--- config.mk ---
export PLATFORM = sky130hd
export DESIGN_NAME = multi_mode_reduction_accumulator_unit
export DESIGN_NICKNAME = d
export VERILOG_FILES = /design/src/sv/mmra_pkg.sv /design/src/sv/multi_mode_reduction_accumulator_unit.sv
export SDC_FILE = /design/constraint.sdc
export NUM_CORES = 2
export LEC_CHECK = 0
export BUFFER_PORTS_ARGS = -buffer_cell sky130_fd_sc_hd__buf_2
export CAP_MARGIN = 20
export CORE_ASPECT_RATIO = 0.5
export CORE_UTILIZATION = 40
export DETAILED_ROUTE_END_ITERATION = 8
export PLACE_DENSITY = 0.59
export SLEW_MARGIN = 10
export SYNTH_ARGS = -nofsm -noshare
export SYNTH_HDL_FRONTEND = slang
export SYNTH_SLANG_ARGS = --single-unit
--- constraint.sdc ---
create_clock -name clk -period 17.8 [get_ports clk]
set_clock_uncertainty 0.05 [all_clocks]
set_input_delay 0.89 -clock clk [delete_from_list [all_inputs] [get_ports clk]]
set_output_delay 0.89 -clock clk [all_outputs]
set_load 0.1 [all_outputs]
--- src/sv/mmra_pkg.sv ---
`default_nettype none

package mmra_pkg;

	localparam int COUNT_BITS = 24;
	localparam int DATA_W = 32;
	localparam int ROOT_W = DATA_W / 2;
	localparam int REM_W = (COUNT_BITS + 1 > ROOT_W + 3) ? COUNT_BITS + 1 : ROOT_W + 3;
	localparam int DIV_STEPS = DATA_W;
	localparam int SQRT_STEPS = ROOT_W;
	localparam int STEP_W = $clog2(DIV_STEPS);

	typedef enum logic [2:0] {
		MODE_MAX = 3'd0,
		MODE_MIN = 3'd1,
		MODE_MEAN = 3'd2,
		MODE_SUM = 3'd3,
		MODE_SUM_SQUARE = 3'd4,
		MODE_L1 = 3'd5,
		MODE_L2 = 3'd6,
		MODE_PROD = 3'd7
	} mode_t;

	localparam mode_t MODE_RESET = MODE_SUM;

	typedef enum logic [2:0] {
		ST_IDLE,
		ST_MUL,
		ST_ACC,
		ST_DIV,
		ST_SQRT,
		ST_DONE
	} state_t;

endpackage

`default_nettype wire

--- src/sv/multi_mode_reduction_accumulator_unit.sv ---
// Reduces a stream of signed 32-bit elements, one group at a time, under the mode in
// reduce_mode (max, min, mean, sum, sum of squares, L1, L2, product); group_last ends a
// group and yields one result. Every element goes through the accepting cycle, one
// pass through the shared 32x32 multiplier (square or running product), and the accumulate
// step; in_ready is low during the multiply and accumulate steps. The last element of a
// group then goes through the bit-serial divider in mean mode, or through the bit-serial
// square root in L2 mode when the sum is not negative, and then loads the output register; a
// result still waiting in the output register holds the block in the load state. Write
// reduce_mode only while idle.
`default_nettype none

module multi_mode_reduction_accumulator_unit import mmra_pkg::*; (
	input wire logic clk,
	input wire logic arst_n,
	input wire logic cfg_valid,
	output logic cfg_ready,
	input wire logic [2:0] reduce_mode,
	input wire logic in_valid,
	output logic in_ready,
	input wire logic signed [DATA_W-1:0] element_value,
	input wire logic group_last,
	output logic out_valid,
	input wire logic out_ready,
	output logic signed [DATA_W-1:0] reduced_value,
	output logic domain_error
);

	state_t state_q, state_d;
	mode_t cfg_mode_q, item_mode_q;
	logic group_start_q;
	logic last_q;
	logic [DATA_W-1:0] elem_q;
	logic [DATA_W-1:0] total_q;
	logic [DATA_W-1:0] prod_s1;
	logic [COUNT_BITS-1:0] count_q;
	logic [DATA_W-1:0] work_q;
	logic [REM_W-1:0] rem_q;
	logic [ROOT_W-1:0] root_q;
	logic [STEP_W-1:0] step_q;
	logic neg_q;
	logic out_valid_q;
	logic [DATA_W-1:0] result_q;
	logic error_q;

	logic accept;
	logic load_out;
	logic [DATA_W-1:0] mul_a;
	logic [DATA_W-1:0] mul_lo;
	logic [DATA_W-1:0] elem_abs;
	logic [DATA_W-1:0] acc_total;
	logic [DATA_W-1:0] acc_abs;
	logic [DATA_W-1:0] start_total;
	logic [REM_W-1:0] cand;
	logic [REM_W-1:0] sub;
	logic [REM_W:0] diff;
	logic ge;
	logic [DATA_W-1:0] result_d;
	logic error_d;

	assign accept = in_valid && in_ready;
	assign cfg_ready = 1'b1;
	assign out_valid = out_valid_q;
	assign reduced_value = result_q;
	assign domain_error = error_q;

	always_comb begin
		unique case (cfg_mode_q)
			MODE_MAX, MODE_MIN: start_total = element_value;
			MODE_PROD: start_total = DATA_W'(1);
			default: start_total = '0;
		endcase
	end

	assign mul_a = (item_mode_q == MODE_PROD) ? total_q : elem_q;
	assign mul_lo = mul_a * elem_q;
	assign elem_abs = elem_q[DATA_W-1] ? (DATA_W'(0) - elem_q) : elem_q;

	always_comb begin
		unique case (item_mode_q)
			MODE_MAX: acc_total = ($signed(elem_q) > $signed(total_q)) ? elem_q : total_q;
			MODE_MIN: acc_total = ($signed(elem_q) < $signed(total_q)) ? elem_q : total_q;
			MODE_SUM_SQUARE, MODE_L2: acc_total = total_q + prod_s1;
			MODE_L1: acc_total = total_q + elem_abs;
			MODE_PROD: acc_total = prod_s1;
			MODE_MEAN, MODE_SUM: acc_total = total_q + elem_q;
			default: acc_total = total_q;
		endcase
	end

	assign acc_abs = acc_total[DATA_W-1] ? (DATA_W'(0) - acc_total) : acc_total;

	// shared restoring step for divide and square root
	always_comb begin
		if (state_q == ST_DIV) begin
			cand = {rem_q[REM_W-2:0], work_q[DATA_W-1]};
			sub = {{(REM_W-COUNT_BITS){1'b0}}, count_q};
		end else begin
			cand = {rem_q[REM_W-3:0], work_q[DATA_W-1:DATA_W-2]};
			sub = {{(REM_W-ROOT_W-2){1'b0}}, root_q, 2'b01};
		end
		diff = {1'b0, cand} - {1'b0, sub};
		ge = !diff[REM_W];
	end

	always_comb begin
		error_d = 1'b0;
		unique case (item_mode_q)
			MODE_MEAN: result_d = neg_q ? (DATA_W'(0) - work_q) : work_q;
			MODE_L2: begin
				if (total_q[DATA_W-1]) begin
					result_d = '0;
					error_d = 1'b1;
				end else begin
					result_d = {{(DATA_W-ROOT_W){1'b0}}, root_q};
				end
			end
			default: result_d = total_q;
		endcase
	end

	assign load_out = (state_q == ST_DONE) && (!out_valid_q || out_ready);

	always_comb begin
		state_d = state_q;
		in_ready = 1'b0;
		unique case (state_q)
			ST_IDLE: begin
				in_ready = 1'b1;
				if (in_valid) state_d = ST_MUL;
			end
			ST_MUL: state_d = ST_ACC;
			ST_ACC: begin
				if (!last_q) begin
					state_d = ST_IDLE;
				end else if (item_mode_q == MODE_MEAN) begin
					state_d = ST_DIV;
				end else if (item_mode_q == MODE_L2 && !acc_total[DATA_W-1]) begin
					state_d = ST_SQRT;
				end else begin
					state_d = ST_DONE;
				end
			end
			ST_DIV, ST_SQRT: begin
				if (step_q == '0) state_d = ST_DONE;
			end
			ST_DONE: begin
				if (load_out) state_d = ST_IDLE;
			end
			default: state_d = ST_IDLE;
		endcase
	end

	always_ff @(posedge clk or negedge arst_n) begin
		if (!arst_n) begin
			state_q <= ST_IDLE;
			cfg_mode_q <= MODE_RESET;
			group_start_q <= 1'b1;
			count_q <= '0;
			total_q <= '0;
			out_valid_q <= 1'b0;
		end else begin
			state_q <= state_d;
			if (cfg_valid && cfg_ready) cfg_mode_q <= mode_t'(reduce_mode);
			if (accept && group_start_q) begin
				total_q <= start_total;
				count_q <= '0;
			end
			if (state_q == ST_ACC) begin
				total_q <= acc_total;
				if (count_q != '1) count_q <= count_q + 1'b1;
				group_start_q <= last_q;
			end
			if (load_out) begin
				out_valid_q <= 1'b1;
			end else if (out_ready) begin
				out_valid_q <= 1'b0;
			end
		end
	end

	always_ff @(posedge clk) begin
		if (accept) begin
			elem_q <= element_value;
			last_q <= group_last;
			item_mode_q <= cfg_mode_q;
		end
		if (state_q == ST_MUL) prod_s1 <= mul_lo;
		unique case (state_q)
			ST_ACC: begin
				rem_q <= '0;
				root_q <= '0;
				neg_q <= acc_total[DATA_W-1];
				if (item_mode_q == MODE_MEAN) begin
					work_q <= acc_abs;
					step_q <= STEP_W'(DIV_STEPS - 1);
				end else begin
					work_q <= acc_total;
					step_q <= STEP_W'(SQRT_STEPS - 1);
				end
			end
			ST_DIV: begin
				rem_q <= ge ? diff[REM_W-1:0] : cand;
				work_q <= {work_q[DATA_W-2:0], ge};
				step_q <= step_q - 1'b1;
			end
			ST_SQRT: begin
				rem_q <= ge ? diff[REM_W-1:0] : cand;
				work_q <= {work_q[DATA_W-3:0], 2'b00};
				root_q <= {root_q[ROOT_W-2:0], ge};
				step_q <= step_q - 1'b1;
			end
			default: begin
			end
		endcase
		if (load_out) begin
			result_q <= result_d;
			error_q <= error_d;
		end
	end

endmodule

`default_nettype wire

==> Implementation_results.wiki <==
{| class="wikitable"
! Metric !! Value
|-
| Worst hold margin || 388 ps
|-
| First drt pass iteration count || 6
|-
| Starting density of the core || 40.6%
|-
| Cells after synthesis || 3829
|-
| Sequential element share of the synthesized area || 20.4%
|-
| Core Area || 84200 um2
|-
| Final critical-path setup slack || 8770 ps
|-
| Buf/Inv on CP || 4
|-
| H-tree lvl count || 1
|-
| # rows || 75
|-
| Data arrival, critical path || 9310 ps
|-
| Endpoint of the most critical register-to-register path || prod_s1[31]$_DFFE_PP_
|-
| Via count || 28700
|-
| Final routed DRC violation total || 0
|-
| Gr usage total || 26.7%
|-
| Number of routed nets with antenna violations || 0
|-
| Clock root buffer master || sky130_fd_sc_hd__clkbuf_16
|-
| Number of input and output port buffers inserted || 75
|-
| Dominant register cell in the synthesized netlist || sky130_fd_sc_hd__edfxtp_1
|-
| Final Slew Violations || 0
|-
| Final Setup Violations || 0
|-
| Most frequent cells in the layout || sky130_fd_sc_hd__nand2_1, sky130_fd_sc_hd__inv_1, sky130_fd_sc_hd__fa_1
|-
| Final net count || 4464
|-
| RSZ-0062 raised after global routing || no
|-
| Final min period || 9030 ps
|-
| Number of buffers inserted by hold repair at cts || 0
|-
| Proportion of layout cells with a drive suffix above 1 || 7.68%
|-
| WL/cell || 23.5 um
|-
| Startpoint of the worst register-to-register path || item_mode_q[2]$_DFFE_PP_
|-
| Mean cell area of the mapped netlist || 8.93 um2
|-
| Crit path capture type || flop
|-
| Clock net sink count || 243
|-
| Yosys warnings || 0
|-
| Number of hold-slack violations in the final timing report || 0
|-
| Number of global-route vias before repair || 29400
|-
| Share of the synthesized area in the top cell type || 24.0%
|-
| Ports placed on the boundary || 77
|-
| Setup tns final || 0 ps
|-
| Insertion delay of the later-clocked pin in the worst-skew pair || 600 ps
|-
| Pin count of the biggest net entering global routing || 83
|-
| Kind of cell with the highest combined delay on the critical path || adder cells
|-
| Cell repeated most along the worst path || sky130_fd_sc_hd__fa_1
|-
| Floorplan die area || 86700 um2
|-
| Clock transition at the registers of the reported paths || 60 ps
|-
| Crit path max-delay cell type || sky130_fd_sc_hd__edfxtp_1
|-
| Cell types with the largest area share after synthesis || sky130_fd_sc_hd__fa_1, sky130_fd_sc_hd__edfxtp_1, sky130_fd_sc_hd__ha_1
|-
| Overflow left after global routing || 0
|-
| Vertical die dimension || 209 um
|-
| Number of different library cells in the post-synthesis netlist || 97
|-
| Run status || finished clean
|-
| Clk buf depth || 3
|-
| Slew at the pin closest to its max-slew limit || 1190 ps
|-
| Number of enable-type register cells in the synthesized netlist || 179
|-
| Leading cell type in the layout, fill and taps excluded || sky130_fd_sc_hd__nand2_1
|-
| Post-DR vias/cell || 5.82
|-
| Worst Path Class, Setup || reg -> reg
|-
| Cell type contributing the most total cell area after synthesis || sky130_fd_sc_hd__fa_1
|-
| Max Fclk || 111 MHz
|-
| Placer congestion estimate || 0.973
|-
| Max incr delay on CP || 580 ps
|-
| Global-route wire length before repair || 178000 um
|-
| CTS tree || done
|-
| Tightest slew margin relative to the limit || 20.3%
|-
| Required time at the worst-slack endpoint || 18080 ps
|-
| N_diodes || 0
|-
| Share of the clock period used by the worst path after layout || 50.7%
|-
| Number of violations of the max-capacitance limit || 0
|-
| Synthesized flop and latch total || 243
|-
| Quantity of gates resized following cts || 0
|-
| Depth of the most critical reg-to-reg path || 26
|-
| Die width || 415 um
|-
| Post-CTS repair timing setup buffer count || 0
|-
| HP Class || in -> async
|-
| Synth Cell Area || 34200 um2
|-
| Number of buffers created by CTS || 28
|-
| Wire length after detailed routing || 116000 um
|-
| Fraction of registers with async set or reset after synthesis || 26.3%
|-
| Placed wire-length estimate || 85700 um
|-
| Utilization after layout || 43.9%
|-
| DRC marker count from the first detailed-route iteration || 2649
|-
| Flop2flop setup slack || 8770 ps
|-
| Filler Cell Count || 8158
|-
| Worst-case setup slack after placement || 8820 ps
|-
| Synth-to-layout area growth || 7.99%
|-
| Peak fanout along the critical path || 65
|-
| Type of origin of the critical path || flop
|-
| Number of nets produced by synthesis || 4498
|-
| Initial antenna violation count || 1
|}
[per-layer routing]
metal	vias to the layer above	routed length (um)	track usage, %
met1	14600	49700	35.9
met2	1163	53700	44.2
met5	-	6	0
met3	187	9390	4.82
li1	12800	-	-
met4	2	3130	6.96
[cell families (layout without fill, tap and decap cells)]
family | Yosys count | after routing | share of synthesized area [%]
flops | 243 | 243 | 20.4
simple gates | 1286 | 1286 | 18.8
buf+inv | 679 | 667 | 7.61
xor+xnor | 188 | 188 | 4.82
other cells | 1 | 1 | 0.0110
compound gates | 738 | 738 | 14.4
fa+ha+maj | 628 | 628 | 32.0
mux | 66 | 66 | 1.95
[per-stage QoR]
step	instance area [um2]	instances
4_1_cts	36900	4932
5_1_grt	36900	4933
3_5_place_dp	35800	4880
2_1_floorplan	34200	3829
6_report	36900	4933
3_3_place_gp	35800	4880
[flip-flops by register name, indices dropped and copies added, names as in the netlist]
| register | count |
|---|---|
| out_valid | 1 |
| elem_q | 32 |
| state_q | 3 |
| prod_s1 | 32 |
| group_start_q | 1 |
| count_q | 24 |
| domain_error | 1 |
| rem_q | 24 |
| item_mode_q | 3 |
| total_q | 32 |
| last_q | 1 |
| neg_q | 1 |
| root_q | 16 |
| reduced_value | 32 |
| cfg_mode_q | 3 |
| step_q | 5 |
| work_q | 32 |
[area by class of cell]
class                   count  area [um2]  area share [%]
clock buffers              34         753            2.04
multi-input cells        2907       24700            66.9
repair buffers            173        1130            3.05
flip-flops and latches    243        6980            18.9
inverters                 442        1660            4.49
well taps                1116        1400            3.78
clock inverters            18         315           0.854
[cell usage after synthesis, types with 13 or more instances]
cell type                    n
sky130_fd_sc_hd__nand2_1   480
sky130_fd_sc_hd__inv_1     437
sky130_fd_sc_hd__fa_1      410
sky130_fd_sc_hd__and2_1    270
sky130_fd_sc_hd__ha_1      218
sky130_fd_sc_hd__clkbuf_1  200
sky130_fd_sc_hd__edfxtp_1  179
sky130_fd_sc_hd__nor2_1    168
sky130_fd_sc_hd__o21ai_0   163
sky130_fd_sc_hd__a21oi_1   157
sky130_fd_sc_hd__xnor2_1   122
sky130_fd_sc_hd__nor2b_1    85
sky130_fd_sc_hd__nand3_1    70
sky130_fd_sc_hd__xor2_1     66
sky130_fd_sc_hd__dfrtp_1    61
sky130_fd_sc_hd__mux2i_1    60
sky130_fd_sc_hd__nor3_1     56
sky130_fd_sc_hd__a221oi_1   49
sky130_fd_sc_hd__a21o_1     48
sky130_fd_sc_hd__a22oi_1    42
sky130_fd_sc_hd__and3_1     39
sky130_fd_sc_hd__o31ai_1    33
sky130_fd_sc_hd__o21ai_1    30
sky130_fd_sc_hd__o211ai_1   28
sky130_fd_sc_hd__nor4_1     23
sky130_fd_sc_hd__or3_1      23
sky130_fd_sc_hd__a211oi_1   21
sky130_fd_sc_hd__o22ai_1    20
sky130_fd_sc_hd__nand2b_1   17
sky130_fd_sc_hd__a21boi_0   16
sky130_fd_sc_hd__a221o_1    16
sky130_fd_sc_hd__buf_1      16
sky130_fd_sc_hd__o21a_1     15
sky130_fd_sc_hd__buf_2      13
[how the worst max path moves through the flow]
stage | slack (ps) | startpoint | end | cells after the start
floorplan | 9640 | item_mode_q[0]$_DFFE_PP_ | prod_s1[31]$_DFFE_PP_ | 29
global placement | 8960 | item_mode_q[2]$_DFFE_PP_ | prod_s1[31]$_DFFE_PP_ | 26
detailed placement | 8820 | item_mode_q[2]$_DFFE_PP_ | prod_s1[31]$_DFFE_PP_ | 26
CTS | 8810 | item_mode_q[2]$_DFFE_PP_ | prod_s1[31]$_DFFE_PP_ | 26
global route | 8290 | item_mode_q[2]$_DFFE_PP_ | prod_s1[31]$_DFFE_PP_ | 26
finish | 8770 | item_mode_q[2]$_DFFE_PP_ | prod_s1[31]$_DFFE_PP_ | 26
Power is left out: the tool's default activity adds up to more than one toggle a clock period on the data nets, which glitch-free logic cannot reach.
